**src/rtl/mtok_pkg.sv**
```systemverilog
// ----------------------------------------------------------------------------
// Markup tokenizer package
// Shared types, result codes and the lexer transition function.
// ----------------------------------------------------------------------------
package mtok_pkg;

	// Lexer states. The emit state is only ever a transition target; the
	// lexer falls back to text in the same cycle.
	typedef enum logic [3:0] {
		ST_TEXT       = 4'd0,
		ST_LT         = 4'd1,
		ST_TAG        = 4'd2,
		ST_SLASH      = 4'd3,
		ST_EMIT       = 4'd4,
		ST_BANG       = 4'd5,
		ST_DASH1      = 4'd6,
		ST_DASH2      = 4'd7,
		ST_BANG_DASH  = 4'd8,
		ST_COMMENT    = 4'd9,
		ST_NAME       = 4'd10
	} lex_state_t;

	// Result kinds on the token channel.
	localparam logic [2:0] KIND_TEXT_BYTE    = 3'd0;
	localparam logic [2:0] KIND_TAG_BYTE     = 3'd1;
	localparam logic [2:0] KIND_COMMENT_BYTE = 3'd2;
	localparam logic [2:0] KIND_TEXT_END     = 3'd3;
	localparam logic [2:0] KIND_OPEN_END     = 3'd4;
	localparam logic [2:0] KIND_CLOSE_END    = 3'd5;
	localparam logic [2:0] KIND_COMMENT_END  = 3'd6;

	// Characters the lexer reacts to.
	localparam logic [7:0] CH_LT    = 8'h3C;
	localparam logic [7:0] CH_GT    = 8'h3E;
	localparam logic [7:0] CH_BANG  = 8'h21;
	localparam logic [7:0] CH_SLASH = 8'h2F;
	localparam logic [7:0] CH_DASH  = 8'h2D;
	localparam logic [7:0] CH_SPACE = 8'h20;
	localparam logic [7:0] CH_TAB   = 8'h09;
	localparam logic [7:0] CH_CR    = 8'h0D;
	localparam logic [7:0] CH_LF    = 8'h0A;

	// One input byte causes at most one byte word and three end words.
	localparam int MAX_RES   = 4;
	localparam int RES_IDX_W = $clog2(MAX_RES);
	localparam int RES_CNT_W = $clog2(MAX_RES + 1);

	typedef struct packed {
		logic [2:0] kind;
		logic [7:0] data;
		logic       blank;
		logic       last;
	} tok_res_t;

	function automatic logic is_blank_byte(input logic [7:0] c);
		return (c == CH_SPACE) || (c == CH_TAB) || (c == CH_CR) || (c == CH_LF);
	endfunction

	// Transition table of the lexer, folded with its byte classes.
	function automatic lex_state_t next_lex(input lex_state_t s, input logic [7:0] c);
		lex_state_t ns;
		unique case (s)
			ST_TEXT:      ns = (c == CH_LT) ? ST_LT : ST_TEXT;
			ST_LT: begin
				if (c == CH_BANG)
					ns = ST_BANG;
				else if (c == CH_SLASH)
					ns = ST_SLASH;
				else
					ns = ST_NAME;
			end
			ST_TAG:       ns = (c == CH_GT) ? ST_EMIT : ST_TAG;
			ST_SLASH:     ns = ST_TAG;
			ST_BANG:      ns = (c == CH_DASH) ? ST_BANG_DASH : ST_TAG;
			ST_DASH1:     ns = (c == CH_DASH) ? ST_DASH2 : ST_COMMENT;
			ST_DASH2:     ns = (c == CH_GT) ? ST_EMIT : ST_COMMENT;
			ST_BANG_DASH: ns = (c == CH_DASH) ? ST_COMMENT : ST_TAG;
			ST_COMMENT:   ns = (c == CH_DASH) ? ST_DASH1 : ST_COMMENT;
			ST_NAME:      ns = (c == CH_GT) ? ST_EMIT : ST_TAG;
			default:      ns = ST_TEXT;
		endcase
		return ns;
	endfunction

endpackage

```
**src/rtl/markup_tokenizer.sv**
```systemverilog
// ----------------------------------------------------------------------------
// Markup tokenizer
// Byte-serial lexer for an HTML-like document that tags text, tag and comment
// bytes with their token kind and signals the ends of text, tags and comments.
// ----------------------------------------------------------------------------
// Usage:
// The char channel takes one document byte per word, with doc_end set on the
// final byte of a document. The token channel delivers one result word per
// cycle while not stalled: a text, tag or comment byte with its blank flag,
// or an end event. run_last marks the final word caused by one input byte.
// A byte that adds nothing and ends nothing produces no word at all.
// A byte accepted into the input register is decoded there and its words
// are loaded into the result group register, from which the first word is
// on the token channel; a full group holds the byte in the input register.
// Throughput: one byte per cycle while each byte yields at most one word and
// the receiver does not stall. A byte that closes tokens yields up to three
// words; the result group register drains them one per cycle and the char
// channel stalls for all but the last of those cycles.
// Reset clears the lexer to the text state with no pending tokens and empties
// both the input register and the result group. When the token receiver
// stalls, the current word holds and the char channel stalls as soon as the
// input register is occupied.
// ----------------------------------------------------------------------------
module markup_tokenizer (
	input  logic       clk,
	input  logic       arst_n,
	input  logic       char_valid,
	output logic       char_stall,
	input  logic [7:0] char_byte,
	input  logic       doc_end,
	output logic       token_valid,
	input  logic       token_stall,
	output logic [2:0] kind,
	output logic [7:0] out_byte,
	output logic       is_blank,
	output logic       run_last
);
	import mtok_pkg::*;

	// Input register: the byte under decode and its end-of-document mark.
	logic       valid_s1;
	logic [7:0] char_s1;
	logic       end_s1;

	// Lexer state, updated only when the decoded byte moves into the group.
	lex_state_t lex_q;
	logic       closing_q;
	logic       text_q;
	logic       tag_q;
	logic       comm_q;

	// Result group: all words caused by one byte, sent out one by one.
	tok_res_t [MAX_RES-1:0] grp_q;
	logic [RES_CNT_W-1:0]   grp_n_q;
	logic [RES_IDX_W-1:0]   grp_ptr_q;

	// Decode of the byte in the input register.
	lex_state_t ns_raw;
	logic       blank_c;
	logic       closing_upd;
	logic       emit_tag;
	logic       emit_comm;
	logic       emit_text;
	logic       text_upd;
	logic       tag_upd;
	logic       comm_upd;
	logic       flush_gt;
	logic       flush_any;

	// Next state.
	lex_state_t lex_n;
	logic       closing_n;
	logic       text_n;
	logic       tag_n;
	logic       comm_n;

	// New result group.
	tok_res_t [MAX_RES-1:0] res;
	logic [RES_CNT_W-1:0]   res_n;

	// Handshake.
	logic out_fire;
	logic grp_done;
	logic grp_free;
	logic advance;

	assign token_valid = (grp_n_q != '0);
	assign out_fire    = token_valid && !token_stall;
	assign grp_done    = out_fire && ({1'b0, grp_ptr_q} == grp_n_q - 1'b1);
	assign grp_free    = (grp_n_q == '0) || grp_done;
	assign advance     = valid_s1 && grp_free;
	assign char_stall  = valid_s1 && !grp_free;

	assign kind     = grp_q[grp_ptr_q].kind;
	assign out_byte = grp_q[grp_ptr_q].data;
	assign is_blank = grp_q[grp_ptr_q].blank;
	assign run_last = grp_q[grp_ptr_q].last;

	// Decode: transition, close flag and which bytes join which token.
	always_comb begin
		ns_raw  = next_lex(lex_q, char_s1);
		blank_c = is_blank_byte(char_s1);

		// A close tag is marked after '</', an open tag after '<!' or a
		// plain tag name; the mark is otherwise kept from tag to tag.
		closing_upd = closing_q;
		if (lex_q == ST_SLASH)
			closing_upd = 1'b1;
		if (lex_q == ST_NAME)
			closing_upd = 1'b0;
		if ((lex_q == ST_LT) && (char_s1 == CH_BANG))
			closing_upd = 1'b0;

		emit_tag  = (ns_raw == ST_TAG) || (ns_raw == ST_NAME);
		// Only a byte read while already in the comment body belongs to it.
		emit_comm = (lex_q == ST_COMMENT) && (ns_raw == ST_COMMENT);
		emit_text = (lex_q == ST_TEXT) && (ns_raw == ST_TEXT);

		text_upd = text_q || (emit_text && !blank_c);
		tag_upd  = tag_q || (emit_tag && !blank_c);
		comm_upd = comm_q || (emit_comm && !blank_c);

		flush_gt  = (ns_raw == ST_EMIT);
		flush_any = flush_gt || end_s1;
	end

	// Next-state logic.
	always_comb begin
		lex_n     = ns_raw;
		closing_n = closing_upd;
		text_n    = text_upd;
		tag_n     = tag_upd;
		comm_n    = comm_upd;
		if (end_s1) begin
			lex_n     = ST_TEXT;
			closing_n = 1'b0;
			text_n    = 1'b0;
			tag_n     = 1'b0;
			comm_n    = 1'b0;
		end else if (flush_gt) begin
			lex_n  = ST_TEXT;
			text_n = 1'b0;
			tag_n  = 1'b0;
			comm_n = 1'b0;
		end
	end

	// Output logic: pack the byte word and end words in order.
	always_comb begin
		res   = '0;
		res_n = '0;
		if (emit_tag || emit_comm || emit_text) begin
			priority if (emit_tag)
				res[res_n[RES_IDX_W-1:0]].kind = KIND_TAG_BYTE;
			else if (emit_comm)
				res[res_n[RES_IDX_W-1:0]].kind = KIND_COMMENT_BYTE;
			else
				res[res_n[RES_IDX_W-1:0]].kind = KIND_TEXT_BYTE;
			res[res_n[RES_IDX_W-1:0]].data  = char_s1;
			res[res_n[RES_IDX_W-1:0]].blank = blank_c;
			res_n = res_n + 1'b1;
		end
		if (flush_any && text_upd) begin
			res[res_n[RES_IDX_W-1:0]].kind = KIND_TEXT_END;
			res_n = res_n + 1'b1;
		end
		if (flush_any && comm_upd) begin
			res[res_n[RES_IDX_W-1:0]].kind = KIND_COMMENT_END;
			res_n = res_n + 1'b1;
		end
		if (flush_any && tag_upd) begin
			res[res_n[RES_IDX_W-1:0]].kind = closing_upd ? KIND_CLOSE_END : KIND_OPEN_END;
			res_n = res_n + 1'b1;
		end
		if (res_n != '0)
			res[res_n[RES_IDX_W-1:0] - 1'b1].last = 1'b1;
	end

	// Input register.
	always_ff @(posedge clk or negedge arst_n) begin
		if (!arst_n) begin
			valid_s1 <= 1'b0;
		end else if (!char_stall) begin
			valid_s1 <= char_valid;
		end
	end

	always_ff @(posedge clk) begin
		if (!char_stall && char_valid) begin
			char_s1 <= char_byte;
			end_s1  <= doc_end;
		end
	end

	// Lexer state.
	always_ff @(posedge clk or negedge arst_n) begin
		if (!arst_n) begin
			lex_q     <= ST_TEXT;
			closing_q <= 1'b0;
			text_q    <= 1'b0;
			tag_q     <= 1'b0;
			comm_q    <= 1'b0;
		end else if (advance) begin
			lex_q     <= lex_n;
			closing_q <= closing_n;
			text_q    <= text_n;
			tag_q     <= tag_n;
			comm_q    <= comm_n;
		end
	end

	// Result group control.
	always_ff @(posedge clk or negedge arst_n) begin
		if (!arst_n) begin
			grp_n_q   <= '0;
			grp_ptr_q <= '0;
		end else if (advance) begin
			grp_n_q   <= res_n;
			grp_ptr_q <= '0;
		end else if (grp_done) begin
			grp_n_q   <= '0;
			grp_ptr_q <= '0;
		end else if (out_fire) begin
			grp_ptr_q <= grp_ptr_q + 1'b1;
		end
	end

	always_ff @(posedge clk) begin
		if (advance)
			grp_q <= res;
	end

`ifndef SYNTH
	// The read pointer stays inside the group being sent.
	a_ptr_in_group: assert property (@(posedge clk) disable iff (!arst_n)
		token_valid |-> ({1'b0, grp_ptr_q} < grp_n_q))
		else $error("result pointer outside of group");

	// run_last appears exactly on the final word of a group.
	a_last_word: assert property (@(posedge clk) disable iff (!arst_n)
		token_valid |-> (run_last == ({1'b0, grp_ptr_q} == grp_n_q - 1'b1)))
		else $error("run_last not on final word of group");

	// After the final byte of a document the lexer is back at reset state.
	a_doc_reset: assert property (@(posedge clk) disable iff (!arst_n)
		(advance && end_s1) |=> ((lex_q == ST_TEXT) && !closing_q && !text_q
			&& !tag_q && !comm_q))
		else $error("lexer not reset after document end");

	// A new byte never enters while the current group still has words left.
	a_no_overrun: assert property (@(posedge clk) disable iff (!arst_n)
		(token_valid && token_stall) |-> !advance)
		else $error("group overwritten while stalled");
`endif

endmodule

```
**config.mk**
```make
export PLATFORM = sky130hd
export DESIGN_NAME = markup_tokenizer
export DESIGN_NICKNAME = d
export VERILOG_FILES = /design/src/rtl/mtok_pkg.sv /design/src/rtl/markup_tokenizer.sv
export SDC_FILE = /design/constraint.sdc
export NUM_CORES = 1
export LEC_CHECK = 0
export BUFFER_PORTS_ARGS = -buffer_cell sky130_fd_sc_hd__buf_2
export CAP_MARGIN = 20
export CORE_ASPECT_RATIO = 0.5
export CORE_UTILIZATION = 59
export DETAILED_ROUTE_END_ITERATION = 8
export MAX_ROUTING_LAYER = met4
export PLACE_DENSITY = 0.87
export SLEW_MARGIN = 0
export SYNTH_ARGS = -nofsm -noshare
export SYNTH_HDL_FRONTEND = slang
export SYNTH_SLANG_ARGS = --single-unit
```
**constraint.sdc**
```tcl
create_clock -name clk -period 4.7 [get_ports clk]
set_input_delay 1.175 -clock clk [delete_from_list [all_inputs] [get_ports clk]]
set_output_delay 1.175 -clock clk [all_outputs]
set_load 0.05 [all_outputs]
```
==> results of run 1 <==
[state kept, by name, indices dropped and copies added, names as in the netlist]
name,count
grp_q,25
char_s1,8
lex_q,4
grp_n_q,3
grp_ptr_q,2
closing_q,1
comm_q,1
end_s1,1
tag_q,1
text_q,1
valid_s1,1
[power groups by stage]
| stage | combinational [mW] | clock (mW) | sequential (mW) |
|---|---|---|---|
| 6_report | 1.17 | 0.248 | 0.782 |
| 5_1_grt | 1.27 | 0.262 | 0.803 |
| 4_1_cts | 1.17 | 0.251 | 0.784 |
| 3_5_place_dp | 1.17 | 0 | 0.792 |
| 3_3_place_gp | 1.13 | 0 | 0.781 |
| 2_1_floorplan | 0.979 | 0 | 0.730 |
[per-stage QoR]
| stage | power, mW | utilization [%] |
|---|---|---|
| floorplan | 1.71 | - |
| global placement | 1.91 | 68.3 |
| detailed placement | 1.96 | 68.3 |
| CTS | 2.20 | 70.2 |
| global route | 2.33 | 70.2 |
| finish | 2.20 | 70.2 |
[layout by cell type (no fill, tap or decap), drive strengths merged, types with 3 or more instances in the layout]
cell type and count:
a21oi 12, a22o 3, a31oi 3, a32o 4, and2 17, and3 5
and3b 3, buf 29, clkbuf 7, dfrtp 14, edfxtp 34, ha 8
inv 11, mux2i 4, mux4 4, nand2 19, nand2b 7, nand3 10
nand4 4, nor2 11, nor2b 14, nor3 5, nor3b 6, nor4 3
nor4b 3, o211ai 5, o21ai 9, o31ai 3, o41ai 3, or4b 3
[worst min-delay path by stage]
stage               from         to  slack (ns)  cells past startpoint
2_1_floorplan  closing_q  closing_q        0.46                      2
3_3_place_gp   closing_q  closing_q        0.51                      2
3_5_place_dp   closing_q  closing_q        0.51                      2
4_1_cts        closing_q  closing_q        0.53                      2
5_1_grt           text_q     text_q        0.57                      1
6_report          end_s1  closing_q        0.55                      1
[cells by family after synthesis]
logic type | Yosys count | share of synthesized area [%]
AO/OA/AOI/OAI | 59 | 15.1
XOR/XNOR | 4 | 1.16
adder cells (fa/ha/maj) | 9 | 3.99
buffers and inverters | 27 | 4.11
flip-flops | 48 | 45.5
multiplexers | 9 | 4.69
AND/OR/NAND/NOR | 122 | 25.4
[critical path, cell delays in order (launching register included)]
cell and delay, ns:
sky130_fd_sc_hd__edfxtp_1 0.47, sky130_fd_sc_hd__nor4b_4 0.53, sky130_fd_sc_hd__o211ai_1 0.18, sky130_fd_sc_hd__a32o_1 0.24, sky130_fd_sc_hd__or4_4 0.46, sky130_fd_sc_hd__nand4_1 0.15
sky130_fd_sc_hd__and2_1 0.16, sky130_fd_sc_hd__inv_1 0.08, sky130_fd_sc_hd__fa_1 0.78, sky130_fd_sc_hd__inv_1 0.19, sky130_fd_sc_hd__or4b_2 0.71, sky130_fd_sc_hd__o21ai_1 0.10
[metal layers]
| layer | vias up | wire [um] | GRT usage, % |
|---|---|---|---|
| met1 | 1099 | 2900 | 33.9 |
| met2 | 98 | 3020 | 43.0 |
| met4 | 0 | 74 | 6.57 |
| met5 | - | 0 | - |
| met3 | 8 | 401 | 4.93 |
| li1 | 1097 | - | - |
[area by class of cell]
| class | instances | area (um2) | area share, % |
|---|---|---|---|
| well taps | 66 | 82.6 | 2.54 |
| inverters | 12 | 45.0 | 1.38 |
| clock inverters | 1 | 8.76 | 0.269 |
| clock buffers | 7 | 76.3 | 2.35 |
| repair buffers | 29 | 150 | 4.62 |
| flip-flops and latches | 48 | 1370 | 42.2 |
| multi-input cells | 203 | 1520 | 46.7 |
==> impl_results.html, run 1 <==
<table>
<tr><th>Metric</th><th>Value</th></tr>
<tr><th colspan="2">Clock tree</th></tr>
<tr><td>Root Buffer</td><td>sky130_fd_sc_hd__clkbuf_8</td></tr>
<tr><td>Register clock-pin slew on the reported worst setup and hold paths</td><td>approximately 0.090 ns</td></tr>
<tr><td>Num Clock Sinks</td><td>48</td></tr>
<tr><td>Max Buffers Root-to-Sink</td><td>2</td></tr>
<tr><td>Clock buffers created by TritonCTS</td><td>5</td></tr>
<tr><td>CTS HTree Levels</td><td>2</td></tr>
<tr><td>Number of hold buffers added after CTS</td><td>0</td></tr>
<tr><td>TritonCTS clock tree</td><td>built</td></tr>
<tr><td>Gates resized, CTS repair</td><td>0</td></tr>
<tr><td>Buffers inserted during post-CTS setup optimization</td><td>0</td></tr>
<tr><td>Clock latency of the later-clocked register in the worst-skew pair</td><td>between 0.3 and 0.4 ns</td></tr>
<tr><th colspan="2">Cells and area</th></tr>
<tr><td>Proportion of layout cells with a drive suffix above 1</td><td>between 15 and 20%</td></tr>
<tr><td>Final-layout fill cell count</td><td>~360</td></tr>
<tr><td>Layout area overhead</td><td>7.93%</td></tr>
<tr><td>Total non-filler cell area in the finished layout</td><td>around 0.0033 mm2</td></tr>
<tr><td>Post-Layout Cell Count</td><td>between 300 and 400</td></tr>
<tr><td>Number of nets at the end of the flow</td><td>around 320</td></tr>
<tr><td>Number of antenna diodes</td><td>0</td></tr>
<tr><th colspan="2">Power</th></tr>
<tr><td>Sw Share</td><td>48.1%</td></tr>
<tr><td>Areal power density over the cells</td><td>about 680 mW/mm2</td></tr>
<tr><td>Lkg Pwr</td><td>1.22 nW</td></tr>
<tr><td>Part of the total power dissipated in the clock network</td><td>between 10% and 20%</td></tr>
<tr><td>Combinational share of power</td><td>around 53%</td></tr>
<tr><td>Switch Pwr</td><td>1.06 mW</td></tr>
<tr><td>Internal power</td><td>1.14 mW</td></tr>
<tr><td>Peak VDD IR</td><td>~0.33 mV</td></tr>
<tr><td>Fraction of power consumed by sequential logic</td><td>35.5%</td></tr>
<tr><th colspan="2">Route</th></tr>
<tr><td>Final routed wirelength across all metal layers</td><td>~6400 um</td></tr>
<tr><td>DRT Pass-1 Iters</td><td>4</td></tr>
<tr><td>DRT antenna net count</td><td>0</td></tr>
<tr><td>Mean routed wirelength per cell</td><td>17.5 um</td></tr>
<tr><td>DRC viols</td><td>0</td></tr>
<tr><td>First-iteration detailed-routing DRC count</td><td>~140</td></tr>
<tr><td>Total number of vias</td><td>between 2,000 and 2,500</td></tr>
<tr><td>Via density</td><td>about 6.3</td></tr>
<tr><th colspan="2">Global route</th></tr>
<tr><td>Maximum number of pins on one net before global-route repair</td><td>22</td></tr>
<tr><td>Number of antenna violations at the first check in global routing</td><td>0</td></tr>
<tr><td>Wire length of the first global-routing pass</td><td>10,200 um</td></tr>
<tr><td>Remaining global-route overflow</td><td>0</td></tr>
<tr><td>Global-route usage over all layers</td><td>roughly a quarter</td></tr>
<tr><td>Vias in the first global route</td><td>between 2,000 and 2,500</td></tr>
<tr><th colspan="2">Synth</th></tr>
<tr><td>Number of cells produced by synthesis</td><td>around 280</td></tr>
<tr><td>Count of warnings emitted by yosys</td><td>0</td></tr>
<tr><td>Leading post-synthesis cells by cell area</td><td>sky130_fd_sc_hd__edfxtp_1, sky130_fd_sc_hd__dfrtp_1, sky130_fd_sc_hd__and2_1</td></tr>
<tr><td>Commonest cells post-synth</td><td>sky130_fd_sc_hd__edfxtp_1, sky130_fd_sc_hd__and2_1, sky130_fd_sc_hd__nand2_1</td></tr>
<tr><td>Synthesis-stage register bit count</td><td>48</td></tr>
<tr><td>Cell type contributing the most total cell area after synthesis</td><td>sky130_fd_sc_hd__edfxtp_1</td></tr>
<tr><td>EDFF count, synth</td><td>34</td></tr>
<tr><td>Async SR Flop Fraction</td><td>slightly below 30%</td></tr>
<tr><td>Synthesized net count</td><td>300</td></tr>
<tr><td>Part of the Yosys area used for sequential elements</td><td>between 40% and 50%</td></tr>
<tr><td>Top-count cell post-synth</td><td>sky130_fd_sc_hd__edfxtp_1</td></tr>
<tr><td>Proportion of netlist area held by the largest area contributor</td><td>approximately 34%</td></tr>
<tr><td>Mapped Area</td><td>between 0.003 and 0.004 mm2</td></tr>
<tr><td>Main synth FF type</td><td>sky130_fd_sc_hd__edfxtp_1</td></tr>
<tr><td>Mean post-synth cell area</td><td>around 11 um2</td></tr>
<tr><td>Number of different library cells in the post-synthesis netlist</td><td>between 60 and 70</td></tr>
<tr><th colspan="2">Run status</th></tr>
<tr><td>Outcome</td><td>finished, final reports clean</td></tr>
<tr><th colspan="2">Setup path</th></tr>
<tr><td>Crit path capture</td><td>grp_q[13]</td></tr>
<tr><td>Maximum fanout along the worst path</td><td>13</td></tr>
<tr><td>FF-to-FF setup slack</td><td>between 0.5 and 0.6 ns</td></tr>
<tr><td>Logic depth of the worst register-to-register path</td><td>11</td></tr>
<tr><td>Startpoint type of the worst setup path</td><td>flop</td></tr>
<tr><td>Origin of the worst setup path</td><td>char_s1[4]</td></tr>
<tr><td>Kind of capture point of the worst setup path</td><td>flop</td></tr>
<tr><td>Class of the most critical setup path</td><td>reg2reg</td></tr>
<tr><td>Arrival time reported for the critical path endpoint</td><td>between 4 and 5 ns</td></tr>
<tr><td>Crit path required time</td><td>approximately 4.9 ns</td></tr>
<tr><td>Worst R2R Start</td><td>char_s1[4]</td></tr>
<tr><td>Endpoint of the worst-slack reg-to-reg timing path</td><td>grp_q[13]</td></tr>
<tr><th colspan="2">Die</th></tr>
<tr><td>Starting Density</td><td>between 60% and 70%</td></tr>
<tr><td>Die H</td><td>between 50 and 60 um</td></tr>
<tr><td>Floorplan row count</td><td>17</td></tr>
<tr><td>Number of primary I/O pins</td><td>28</td></tr>
<tr><td>Die Wd</td><td>103 um</td></tr>
<tr><td>Area inside the core boundary</td><td>0.00464 mm2</td></tr>
<tr><td>Total die area</td><td>roughly 0.0054 mm2</td></tr>
<tr><th colspan="2">STA</th></tr>
<tr><td>Worst setup margin</td><td>between 0.5 and 0.6 ns</td></tr>
<tr><td>Post-Route Setup TNS</td><td>0 ns</td></tr>
<tr><td>Worst rel slew slack</td><td>around 32%</td></tr>
<tr><td>Number of failing hold endpoints at the final stage</td><td>0</td></tr>
<tr><td>Worst hold slack</td><td>0.549 ns</td></tr>
<tr><td>Number of pins with negative max-slew slack in the final report</td><td>0</td></tr>
<tr><td>Time the worst path needs with I/O delays and setup</td><td>roughly 4.2 ns</td></tr>
<tr><td>Unrepaired setup endpoints after global routing</td><td>false</td></tr>
<tr><td>Number of failing setup endpoints in the final timing report</td><td>0</td></tr>
<tr><td>Timing-limited maximum frequency</td><td>238 MHz</td></tr>
<tr><td>Transition time at the pin with the least slew margin</td><td>1.01 ns</td></tr>
<tr><td>Post-route fraction of the period consumed by the critical path</td><td>89.2%</td></tr>
<tr><td>Worst clock skew</td><td>roughly 0.012 ns</td></tr>
<tr><th colspan="2">Placement</th></tr>
<tr><td>Placed inst area</td><td>around 0.0032 mm2</td></tr>
<tr><td>Placed cell count</td><td>between 300 and 400</td></tr>
<tr><td>Detail Placement HPWL</td><td>4560 um</td></tr>
<tr><td>Total of buffers placed on input and output ports</td><td>27</td></tr>
<tr><td>Post-Place Worst Slack</td><td>between 0.6 and 0.7 ns</td></tr>
<tr><td>RePlAce Congestion</td><td>0.914</td></tr>
<tr><th colspan="2">Min path</th></tr>
<tr><td>Type of the most critical hold path</td><td>reg2reg</td></tr>
<tr><th colspan="2">Flow run</th></tr>
<tr><td>Number of max-cap violations</td><td>0</td></tr>
</table>
Note: power is estimated with default switching activity, not from simulation.
==> inputs of run 2 (changes only) <==
--- a/config.mk
+++ b/config.mk
@@ -7,2 +7,3 @@
 export LEC_CHECK = 0
+export ABC_AREA = 1
 export BUFFER_PORTS_ARGS = -buffer_cell sky130_fd_sc_hd__buf_2
@@ -10,2 +11,3 @@
 export CORE_ASPECT_RATIO = 0.5
+export CORE_MARGIN = 4
 export CORE_UTILIZATION = 59
--- a/constraint.sdc
+++ b/constraint.sdc
@@ -3,2 +3,2 @@
 set_output_delay 1.175 -clock clk [all_outputs]
-set_load 0.05 [all_outputs]
+set_load 0.1 [all_outputs]
==> impl_results.html, run 2 <==
<table>
<tr><th>Metric</th><th>Value</th></tr>
<tr><th colspan="2">Global route</th></tr>
<tr><td>Number of antenna violations at the first check in global routing</td><td>0 (unchanged)</td></tr>
<tr><td>Remaining global-route overflow</td><td>0 (unchanged)</td></tr>
<tr><td>Global-route usage over all layers</td><td>21.2% (-5.0 points)</td></tr>
<tr><td>Vias in the first global route</td><td>2,186 (+2.5%)</td></tr>
<tr><td>Maximum number of pins on one net before global-route repair</td><td>35 (+59%)</td></tr>
<tr><td>Wire length of the first global-routing pass</td><td>10,100 um (-1.1%)</td></tr>
<tr><th colspan="2">STA</th></tr>
<tr><td>Number of failing hold endpoints at the final stage</td><td>0 (unchanged)</td></tr>
<tr><td>Post-Route Setup TNS</td><td>0 ns (unchanged)</td></tr>
<tr><td>Time the worst path needs with I/O delays and setup</td><td>3.42 ns (-0.778 ns)</td></tr>
<tr><td>Number of pins with negative max-slew slack in the final report</td><td>0 (unchanged)</td></tr>
<tr><td>Worst clock skew</td><td>0.0114 ns (-0.00102 ns)</td></tr>
<tr><td>Number of failing setup endpoints in the final timing report</td><td>0 (unchanged)</td></tr>
<tr><td>Worst rel slew slack</td><td>53.6% (+21 points)</td></tr>
<tr><td>Unrepaired setup endpoints after global routing</td><td>false</td></tr>
<tr><td>Timing-limited maximum frequency</td><td>293 MHz (+23%)</td></tr>
<tr><td>Post-route fraction of the period consumed by the critical path</td><td>72.7% (-17 points)</td></tr>
<tr><td>Transition time at the pin with the least slew margin</td><td>0.695 ns (-0.319 ns)</td></tr>
<tr><th colspan="2">Cells and area</th></tr>
<tr><td>Most common cell after layout, fill and taps aside</td><td>sky130_fd_sc_hd__nand2_1</td></tr>
<tr><td>Layout area overhead</td><td>9.06%</td></tr>
<tr><td>Number of antenna diodes</td><td>0 (unchanged)</td></tr>
<tr><td>Proportion of layout cells with a drive suffix above 1</td><td>21.3% (+3.3 points)</td></tr>
<tr><td>Max reg flops</td><td>25 (unchanged)</td></tr>
<tr><td>Most flop-heavy register</td><td>grp_q</td></tr>
<tr><td>Leading cell types in the layout, fill and taps excluded</td><td>sky130_fd_sc_hd__nand2_1, sky130_fd_sc_hd__nor2_1, sky130_fd_sc_hd__inv_1</td></tr>
<tr><td>Final-layout fill cell count</td><td>374 (+3.3%)</td></tr>
<tr><td>Storage element area</td><td>0.00137 mm2 (unchanged)</td></tr>
<tr><td>Number of nets at the end of the flow</td><td>415 (+29%)</td></tr>
<tr><td>Area of the multi-input gates</td><td>0.00136 mm2 (-11%)</td></tr>
<tr><td>Largest registers ranked by flip-flop count</td><td>grp_q: 25 flops, char_s1: 8 flops, lex_q: 4 flops</td></tr>
<tr><th colspan="2">Route</th></tr>
<tr><td>Via density</td><td>5.15 (-18%)</td></tr>
<tr><td>Met1 Routed Length</td><td>2940 um (+1.6%)</td></tr>
<tr><td>Met2 wirelength from detailed routing</td><td>2820 um (-6.7%)</td></tr>
<tr><td>Top Layer Used</td><td>met4</td></tr>
<tr><td>WL met3</td><td>217 um (-46%)</td></tr>
<tr><td>Mean routed wirelength per cell</td><td>13.2 um (-25%)</td></tr>
<tr><td>First-iteration detailed-routing DRC count</td><td>121 (-15%)</td></tr>
<tr><td>DRT antenna net count</td><td>0 (unchanged)</td></tr>
<tr><td>DRT Pass-1 Iters</td><td>4 (unchanged)</td></tr>
<tr><td>DRC viols</td><td>0 (unchanged)</td></tr>
<tr><td>Final routed wirelength across all metal layers</td><td>6060 um (-5.2%)</td></tr>
<tr><td>Total number of vias</td><td>2,369 (+2.9%)</td></tr>
<tr><th colspan="2">Clock tree</th></tr>
<tr><td>Num Clock Sinks</td><td>48 (unchanged)</td></tr>
<tr><td>Register clock-pin slew on the reported worst setup and hold paths</td><td>0.09 ns (about the same)</td></tr>
<tr><td>Clock latency of the later-clocked register in the worst-skew pair</td><td>0.31 ns (about the same)</td></tr>
<tr><td>Buffers inserted during post-CTS setup optimization</td><td>0 (unchanged)</td></tr>
<tr><td>Number of hold buffers added after CTS</td><td>0 (unchanged)</td></tr>
<tr><td>Clock buffers created by TritonCTS</td><td>5 (unchanged)</td></tr>
<tr><td>CTS HTree Levels</td><td>2 (unchanged)</td></tr>
<tr><td>TritonCTS clock tree</td><td>built</td></tr>
<tr><td>Root Buffer</td><td>sky130_fd_sc_hd__clkbuf_8</td></tr>
<tr><td>Max Buffers Root-to-Sink</td><td>2 (unchanged)</td></tr>
<tr><td>Gates resized, CTS repair</td><td>0 (unchanged)</td></tr>
<tr><th colspan="2">Die</th></tr>
<tr><td>Floorplan row count</td><td>17 (unchanged)</td></tr>
<tr><td>Starting Density</td><td>64.4% (-0.65 points)</td></tr>
<tr><td>Total die area</td><td>0.00633 mm2 (+17%)</td></tr>
<tr><td>Area inside the core boundary</td><td>0.00464 mm2 (unchanged)</td></tr>
<tr><td>Die Wd</td><td>109 um (+5.3%)</td></tr>
<tr><td>Die H</td><td>58.3 um (+11%)</td></tr>
<tr><td>Number of primary I/O pins</td><td>28 (unchanged)</td></tr>
<tr><th colspan="2">Run status</th></tr>
<tr><td>Outcome</td><td>finished, final reports clean</td></tr>
<tr><th colspan="2">Synth</th></tr>
<tr><td>Count of warnings emitted by yosys</td><td>0 (unchanged)</td></tr>
<tr><td>Main synth FF type</td><td>sky130_fd_sc_hd__edfxtp_1</td></tr>
<tr><td>Async SR Flop Fraction</td><td>29.2% (unchanged)</td></tr>
<tr><td>Mean post-synth cell area</td><td>8.18 um2 (-25%)</td></tr>
<tr><td>Number of different library cells in the post-synthesis netlist</td><td>36 (-45%)</td></tr>
<tr><td>Proportion of netlist area held by the largest area contributor</td><td>34.2% (+0.34 points)</td></tr>
<tr><td>Mapped Area</td><td>0.00298 mm2 (-1.0%)</td></tr>
<tr><td>Cell type contributing the most total cell area after synthesis</td><td>sky130_fd_sc_hd__edfxtp_1</td></tr>
<tr><td>Commonest cells post-synth</td><td>sky130_fd_sc_hd__nand2_1, sky130_fd_sc_hd__nor2_1, sky130_fd_sc_hd__inv_1</td></tr>
<tr><td>Synthesized net count</td><td>387 (+29%)</td></tr>
<tr><td>Number of cells produced by synthesis</td><td>365 (+31%)</td></tr>
<tr><td>Synthesis-stage register bit count</td><td>48 (unchanged)</td></tr>
<tr><td>Top-count cell post-synth</td><td>sky130_fd_sc_hd__nand2_1</td></tr>
<tr><td>Part of the Yosys area used for sequential elements</td><td>46.0% (+0.46 points)</td></tr>
<tr><td>EDFF count, synth</td><td>34 (unchanged)</td></tr>
<tr><td>Leading post-synthesis cells by cell area</td><td>sky130_fd_sc_hd__edfxtp_1, sky130_fd_sc_hd__dfrtp_1, sky130_fd_sc_hd__nand2_1</td></tr>
<tr><th colspan="2">Setup path</th></tr>
<tr><td>Top Family by Delay on Critical Path</td><td>buffers and inverters</td></tr>
<tr><td>Kind of capture point of the worst setup path</td><td>output port</td></tr>
<tr><td>Largest stage delay on the critical path</td><td>0.50 ns (-0.28 ns)</td></tr>
<tr><td>FF-to-FF setup slack</td><td>1.44 ns (+0.93 ns)</td></tr>
<tr><td>Worst R2R Start</td><td>lex_q[2]</td></tr>
<tr><td>Arrival time reported for the critical path endpoint</td><td>2.24 ns (-2.11 ns)</td></tr>
<tr><td>Startpoint type of the worst setup path</td><td>flop</td></tr>
<tr><td>Critical-path cell list</td><td>inv_1 -&gt; nand2_1 -&gt; nand2_1 -&gt; nor2_1 -&gt; nand3_1 -&gt; nand3_1 -&gt; inv_1 -&gt; buf_2</td></tr>
<tr><td>Maximum fanout along the worst path</td><td>20 (+7)</td></tr>
<tr><td>Critical Path Slowest Stage Cell</td><td>sky130_fd_sc_hd__dfrtp_1</td></tr>
<tr><td>Number of buffers and inverters on the critical path</td><td>3 (+1)</td></tr>
<tr><td>Class of the most critical setup path</td><td>reg2out</td></tr>
<tr><td>Logic depth of the worst register-to-register path</td><td>17 (+6)</td></tr>
<tr><td>Origin of the worst setup path</td><td>grp_ptr_q[0]</td></tr>
<tr><td>Crit path required time</td><td>3.52 ns (-1.34 ns)</td></tr>
<tr><td>Crit. path cell count</td><td>8 (-3)</td></tr>
<tr><td>Crit path capture</td><td>char_stall</td></tr>
<tr><td>Endpoint of the worst-slack reg-to-reg timing path</td><td>grp_q[39]</td></tr>
<tr><th colspan="2">Flow run</th></tr>
<tr><td>Number of max-cap violations</td><td>0 (unchanged)</td></tr>
<tr><th colspan="2">Placement</th></tr>
<tr><td>Total of buffers placed on input and output ports</td><td>27 (unchanged)</td></tr>
<tr><td>Detail Placement HPWL</td><td>4660 um (+2.1%)</td></tr>
<tr><td>RePlAce Congestion</td><td>0.950 (+3.9%)</td></tr>
<tr><th colspan="2">Min path</th></tr>
<tr><td>Type of the most critical hold path</td><td>reg2reg</td></tr>
</table>
run 2: cell count changes after synthesis, moves of 7 or more:
cell                       before  now
sky130_fd_sc_hd__nand2_1       17   89
sky130_fd_sc_hd__nor2_1        10   57
sky130_fd_sc_hd__inv_1         11   45
sky130_fd_sc_hd__and2_1        17    0
sky130_fd_sc_hd__nor2b_1       14    0
sky130_fd_sc_hd__inv_2          0   12
sky130_fd_sc_hd__o22ai_1        0   10
sky130_fd_sc_hd__a21oi_1       12    3
sky130_fd_sc_hd__nand2_2        1   10
sky130_fd_sc_hd__o21ai_0        7   16
sky130_fd_sc_hd__nor2_2         1    9
sky130_fd_sc_hd__nand2b_1       7    0
run 2: worst register-to-register path: stages (launching register included):
cell and delay, ns:
sky130_fd_sc_hd__dfrtp_1 0.45, sky130_fd_sc_hd__nor2_1 0.12, sky130_fd_sc_hd__inv_1 0.08, sky130_fd_sc_hd__nor2_1 0.26, sky130_fd_sc_hd__nand3_1 0.15, sky130_fd_sc_hd__nand3_2 0.15, sky130_fd_sc_hd__nor2_8 0.06, sky130_fd_sc_hd__nand2_1 0.06
sky130_fd_sc_hd__nor2_1 0.06, sky130_fd_sc_hd__nor2_2 0.20, sky130_fd_sc_hd__inv_2 0.15, sky130_fd_sc_hd__fa_1 0.62, sky130_fd_sc_hd__nand2_1 0.13, sky130_fd_sc_hd__ha_1 0.29, sky130_fd_sc_hd__nand3_1 0.08, sky130_fd_sc_hd__nand2_1 0.07
sky130_fd_sc_hd__nand2_1 0.06, sky130_fd_sc_hd__nor2_1 0.04
run 2: how the worst min path moves through the flow:
stage                     slack (ns)  depth (start not counted)       start    endpoint
after floorplan                 0.45                          2  grp_n_q[1]  grp_n_q[1]
after global placement          0.47                          2  grp_n_q[1]  grp_n_q[1]
after detailed placement        0.48                          2  grp_n_q[1]  grp_n_q[1]
after CTS                       0.51                          2  grp_n_q[1]  grp_n_q[1]
after global routing            0.53                          2  grp_n_q[1]  grp_n_q[1]
final                           0.51                          2  grp_n_q[1]  grp_n_q[1]
run 2: routing by layer:
layer | up-vias | track usage (%)
met1 | 1092 | 27.0
met5 | - | -
met2 | 49 | 35.0
met3 | 10 | 3.94
met4 | 0 | 6.29
li1 | 1218 | -
run 2: logic make-up after synthesis:
group                    synth area share, %
AO/OA/AOI/OAI                           7.97
XOR/XNOR                               0.881
buffers and inverters                   8.55
AND/OR/NAND/NOR                         32.6
adder cells (fa/ha/maj)                 4.03
flip-flops                              46.0
run 2: layout make-up:
cell class,count,area share (%)
Timing Repair Buffer,27,4.15
Multi-Input combinational cell,253,41.7
Clock buffer,6,2.23
Tap cell,66,2.54
Inverter,58,6.84
Clock inverter,2,0.384
Sequential cell,48,42.1
run 2: per-stage QoR:
step	hold WS, ns	std cells	util, %	instance area (um2)	worst slack, ns
after detailed placement	0.479	452	68.3	3170	1.45
after global routing	0.526	460	70.2	3250	1.07
after CTS	0.506	460	70.2	3250	1.30
final	0.513	460	70.2	3250	1.28
after global placement	0.471	452	68.3	3170	1.50
after floorplan	0.449	365	-	2980	1.23
Power of run 2 is not shown: default switching activity piles up to over one toggle a cycle in this logic, so the estimate is an artifact.
